===== config.mk =====
export PLATFORM = sky130hd
export DESIGN_NAME = bspl_line_mem
export DESIGN_NICKNAME = d
export VERILOG_FILES = /design/src/hw/rtl/box_sum_peak_locator_unit_assert.svh /design/src/hw/rtl/bspl_line_mem.sv
export SDC_FILE = /design/constraint.sdc
export NUM_CORES = 2
export LEC_CHECK = 0
export ABC_AREA = 1
export BUFFER_PORTS_ARGS = -buffer_cell sky130_fd_sc_hd__buf_4
export CAP_MARGIN = 20
export CELL_PAD_IN_SITES_DETAIL_PLACEMENT = 0
export CELL_PAD_IN_SITES_GLOBAL_PLACEMENT = 2
export CORE_UTILIZATION = 35
export CTS_CLUSTER_SIZE = 30
export DETAILED_ROUTE_END_ITERATION = 8
export PLACE_DENSITY = 0.72
export SETUP_SLACK_MARGIN = 0.05
export SYNTH_ARGS = -nofsm -noshare
export SYNTH_HDL_FRONTEND = slang
export SYNTH_SLANG_ARGS = --single-unit

===== constraint.sdc =====
create_clock -name clk_i -period 3.43 [get_ports clk_i]
set_input_delay 0.686 -clock clk_i [delete_from_list [all_inputs] [get_ports clk_i]]
set_output_delay 0.686 -clock clk_i [all_outputs]
set_load 0.05 [all_outputs]

===== src/hw/rtl/box_sum_peak_locator_unit_assert.svh =====
// assertion helpers for box_sum_peak_locator_unit.sv
`ifndef BOX_SUM_PEAK_LOCATOR_UNIT_ASSERT_SVH
`define BOX_SUM_PEAK_LOCATOR_UNIT_ASSERT_SVH

// property checked at every clock edge outside reset
`define BSPL_ASSERT(label, prop, msg) \
  label: assert property (@(posedge clk_i) disable iff (!rst_ni) (prop)) else $error(msg);

// same-cycle implication checked outside reset
`define BSPL_ASSERT_IMP(label, ante, cons, msg) \
  label: assert property (@(posedge clk_i) disable iff (!rst_ni) (ante) |-> (cons)) \
    else $error(msg);

`endif


===== src/hw/rtl/bspl_line_mem.sv =====
`default_nettype none

// one-port-write one-port-read line memory, registered read,
// bypass when the entry being read is written on the same edge
module bspl_line_mem #(
  parameter int Depth = 256,
  parameter int DataW = 8
) (
  input  wire logic                     clk_i,
  input  wire logic                     rst_ni,
  input  wire logic                     rd_en_i,
  input  wire logic [$clog2(Depth)-1:0] rd_addr_i,
  input  wire logic                     wr_en_i,
  input  wire logic [$clog2(Depth)-1:0] wr_addr_i,
  input  wire logic [DataW-1:0]         wr_data_i,
  output logic      [DataW-1:0]         rd_data_o
);

  logic [DataW-1:0] mem [Depth];
  logic [DataW-1:0] rd_q;
  logic [DataW-1:0] fwd_data_q;
  logic             fwd_hit_q;

  always_ff @(posedge clk_i) begin
    if (wr_en_i) begin
      mem[wr_addr_i] <= wr_data_i;
    end
  end

  always_ff @(posedge clk_i) begin
    if (rd_en_i) begin
      rd_q       <= mem[rd_addr_i];
      fwd_data_q <= wr_data_i;
    end
  end

  always_ff @(posedge clk_i or negedge rst_ni) begin
    if (!rst_ni) begin
      fwd_hit_q <= 1'b0;
    end else if (rd_en_i) begin
      fwd_hit_q <= wr_en_i && (wr_addr_i == rd_addr_i);
    end
  end

  assign rd_data_o = fwd_hit_q ? fwd_data_q : rd_q;

endmodule

`default_nettype wire


==> out/metrics.sh <==
DIE_WIDTH_UM=491
SYN-CELL-AREA_UM2=83900
WORST-ENDPOINT-REQUIRED_PS=4050
FIRST_GLOBAL_VIAS=54600
SYNTHCELLS=7038
HTREEDEPTH=4
TIMING.FINAL.CRIT_SHARE=0.787
POST_CTS_SETUP_REPAIR_BUFFER_COUNT=0
CTSHOLDBUFFERS=1
VIA_COUNT=55500
DRIVE_ABOVE_1_SHARE=0.119
POWER-PER-CELL-AREA_nW_PER_UM2=553
TIMING.CLOCK.SKEW_PS=59.8
FIRST_PASS_GRT_WIRE_LENGTH_UM=383000
CORE_AREA_UM2=238000
FIRST_PASS_ITERS=7
WORST-SLEW-PIN-TRANSITION_PS=1090
NNETSFINAL=7384
RSZ0062_AT_GRT='false'
TIMING.SETUP.CRITICAL_PATH_CLASS='primary input to flop'
VDD_IR_DROP_MAX_mV=0.405
POSTSYNTHREGISTERBITS=2065
ANT_NETS=0
TIMING.CRITICAL_PATH.ARRIVAL_PS=3320
PLACE.GP.CONGESTION=0.829
REG2REG_FROM='mem[243][0]'
FINAL-MAX-SLEW-VIOLATION-COUNT=0
CTS_BUFFERS=215
LAYOUT.CELLS.MOST_COMMON_LIST='nand2_1 (2114), edfxtp_1 (2064), nand3_1 (2019)'
FINAL_HOLD_VIOLATION_COUNT=0
RUN_STATUS='finished with violations'
DIEHEIGHT_UM=491
TOTALWIRELENGTH_UM=261000
WL_PER_CELL_UM=24.4
SYNTH_SEQUENTIAL_AREA_RATIO=0.739
DP_HPWL_UM=160000
YS_WARN_COUNT=0
DRC=4
VIOLATED_CHECKS='design-rule violations'
SETUP-VIOLATIONS-FINAL=0
MAXCAPVIOLATIONS=0
TIMING.REG2REG.SETUP_SLACK_PS=1210
INSTANCES_NO_FILL=10700
POWER_LEAKAGE_nW=34.4
TRITONCTS_CLOCK_TREE='yes'
SYNTHESIZED_NETLIST_NET_COUNT=7066
NETLIST-CELL-TYPE-COUNT=22
PORT-BUFFER-COUNT=35
POSTPLACECELLAREA_UM2=91000
CRIT_FANOUT=53
MOSTFREQUENTLAYOUTCELL='nand2_1'
WORSTSETUPENDPOINTTYPE='flop'
HOLD_PATH_CLASS='primary input to async pin'
ROOT_BUFFER='clkbuf_16'
GRT_REMAINING_OVERFLOW=0
CTS_RESIZED=0
STARTPOINT='rd_addr_i[0]'
TOTAL_PLACED_CELLS_INCLUDING_TAP_CELLS=10300
GRT_USE_TOTAL=0.214
FINAL_CELL_AREA_UM2=97800
SETUP_SLACK_PS=729
INITIAL_UTILIZATION=0.352
DRTITER0DRC=4935
SETUP.WORST_PATH.START_CLASS='primary input'
CLOCK_INSERTION_DELAY_WORST_SKEW_PS=880
ACHIEVABLE-FREQUENCY_MHz=370
TIMING.RR.END='rd_q[0]'
LAYOUT-AREA-OVERHEAD-VS-SYNTH_PCT=16.6
ANTENNA_FOUND_INITIAL=12
PLACE_WS_PS=-197
PERIOD_NEEDED_PS=2700
TRITONCTS_NUM_SINKS=2065
WORSTREGTOREGCELLS=10
GRT_MAX_DEGREE=82
ROUTE.DETAILED.VIAS_PER_INST=5.17
DIE_AREA_UM2=242000
ROW_COUNT=179
CLK_TRANSITION_REPORTED_PATHS_PS=60
POSTSYNTHAREAPERCELL_UM2=11.9
CTS_MAX_PATH_BUFFERS=3
WORST_SLEW_MARGIN_RELATIVE_TO_ITS_LIMIT=0.273
IO_PINS=36
==> state kept, by name, indices dropped and copies added (netlist names) <==
| signal | count |
|---|---|
| fwd_data_q | 8 |
| fwd_hit_q | 1 |
| rd_q | 8 |
| mem | 2048 |
==> synthesized netlist by cell type <==
cell type	n	area share
buf_1	67	0.0030
buf_2	238	0.014
buf_4	37	0.0033
buf_6	14	0.0019
buf_8	1	0.00018
clkbuf_1	127	0.0057
clkinv_1	1	0.000045
dfrtp_1	1	0.00030
edfxtp_1	2064	0.74
inv_1	38	0.0017
inv_2	2	0.000090
inv_4	1	0.000075
mux2_2	8	0.0011
nand2_1	2127	0.095
nand3_1	2019	0.12
nor2_1	284	0.013
o2111ai_1	2	0.00021
o211a_1	1	0.00012
o211ai_1	1	0.000090
o22ai_1	1	0.000075
o41ai_1	1	0.00010
xnor2_1	3	0.00031
==> final cells by class <==
type / count / area (µm²)
antenna: 11 / 27.5
clock buffer: 268 / 5600
clock inverter: 131 / 1120
fill: 22400 / 140000
inverter: 42 / 194
multi-input combinational: 4447 / 19400
sequential: 2065 / 62000
tap: 3167 / 3960
timing repair buffer: 585 / 5520
==> worst max-delay path by stage <==
| stage | end | slack (ps) | cells past startpoint |
|---|---|---|---|
| after global placement | rd_q[3] | -200 | 13 |
| after floorplan | mem[150][0] | 1260 | 4 |
| after global routing | rd_q[3] | 600 | 14 |
| final | rd_q[3] | 730 | 15 |
| after CTS | rd_data_o[4] | 660 | 2 |
| after detailed placement | rd_q[3] | -200 | 13 |
==> layer usage <==
| layer | vias to the layer above | global-route usage | share of wire | routed length, µm |
|---|---|---|---|---|
| li1 | 25700 | - | - | - |
| met2 | 1601 | 0.352 | 0.48 | 126000 |
| met4 | 2 | 0.0635 | 0.027 | 6930 |
| met5 | - | 0 | 0.000027 | 7 |
| met1 | 27800 | 0.297 | 0.44 | 114000 |
| met3 | 350 | 0.0279 | 0.054 | 14100 |
==> kinds of logic after synthesis <==
kind of cell              share of synthesized area
AOI/OAI and AO/OA                          0.000597
xor gates and xnor gates                   0.000313
buffers and inverters                        0.0302
muxes                                       0.00107
DFF                                           0.739
and+or+nand+nor                               0.228
==> power by group <==
group | internal (W) | leakage, nW | switching [W]
registers | 0.0278 | 18.6 | 0.0000373
logic | 0.000937 | 12.6 | 0.00262
clock network | 0.0127 | 3.28 | 0.00987
==> critical path, stage by stage <==
cell and delay (ps):
buf_8 240, inv_16 170, buf_12 230, buf_12 210
buf_4 200, nand2_1 60, nand3_1 70, nand3_1 90
nand3_1 140, nand3_1 180, nand3_1 440, nand3_1 210
nand2_1 70, nand2_1 160, nand2_1 100
==> stage by stage <==
stage	power [W]	util	hold WS [ps]	TNS (ps)
after CTS	0.0545	0.411	67.5	0
after global routing	0.0556	0.411	87.5	0
after global placement	0.0320	0.382	465	-370
after detailed placement	0.0320	0.382	464	-329
final	0.0540	0.411	133	0
after floorplan	0.0301	-	390	0
(Power assumes the default switching activity.)
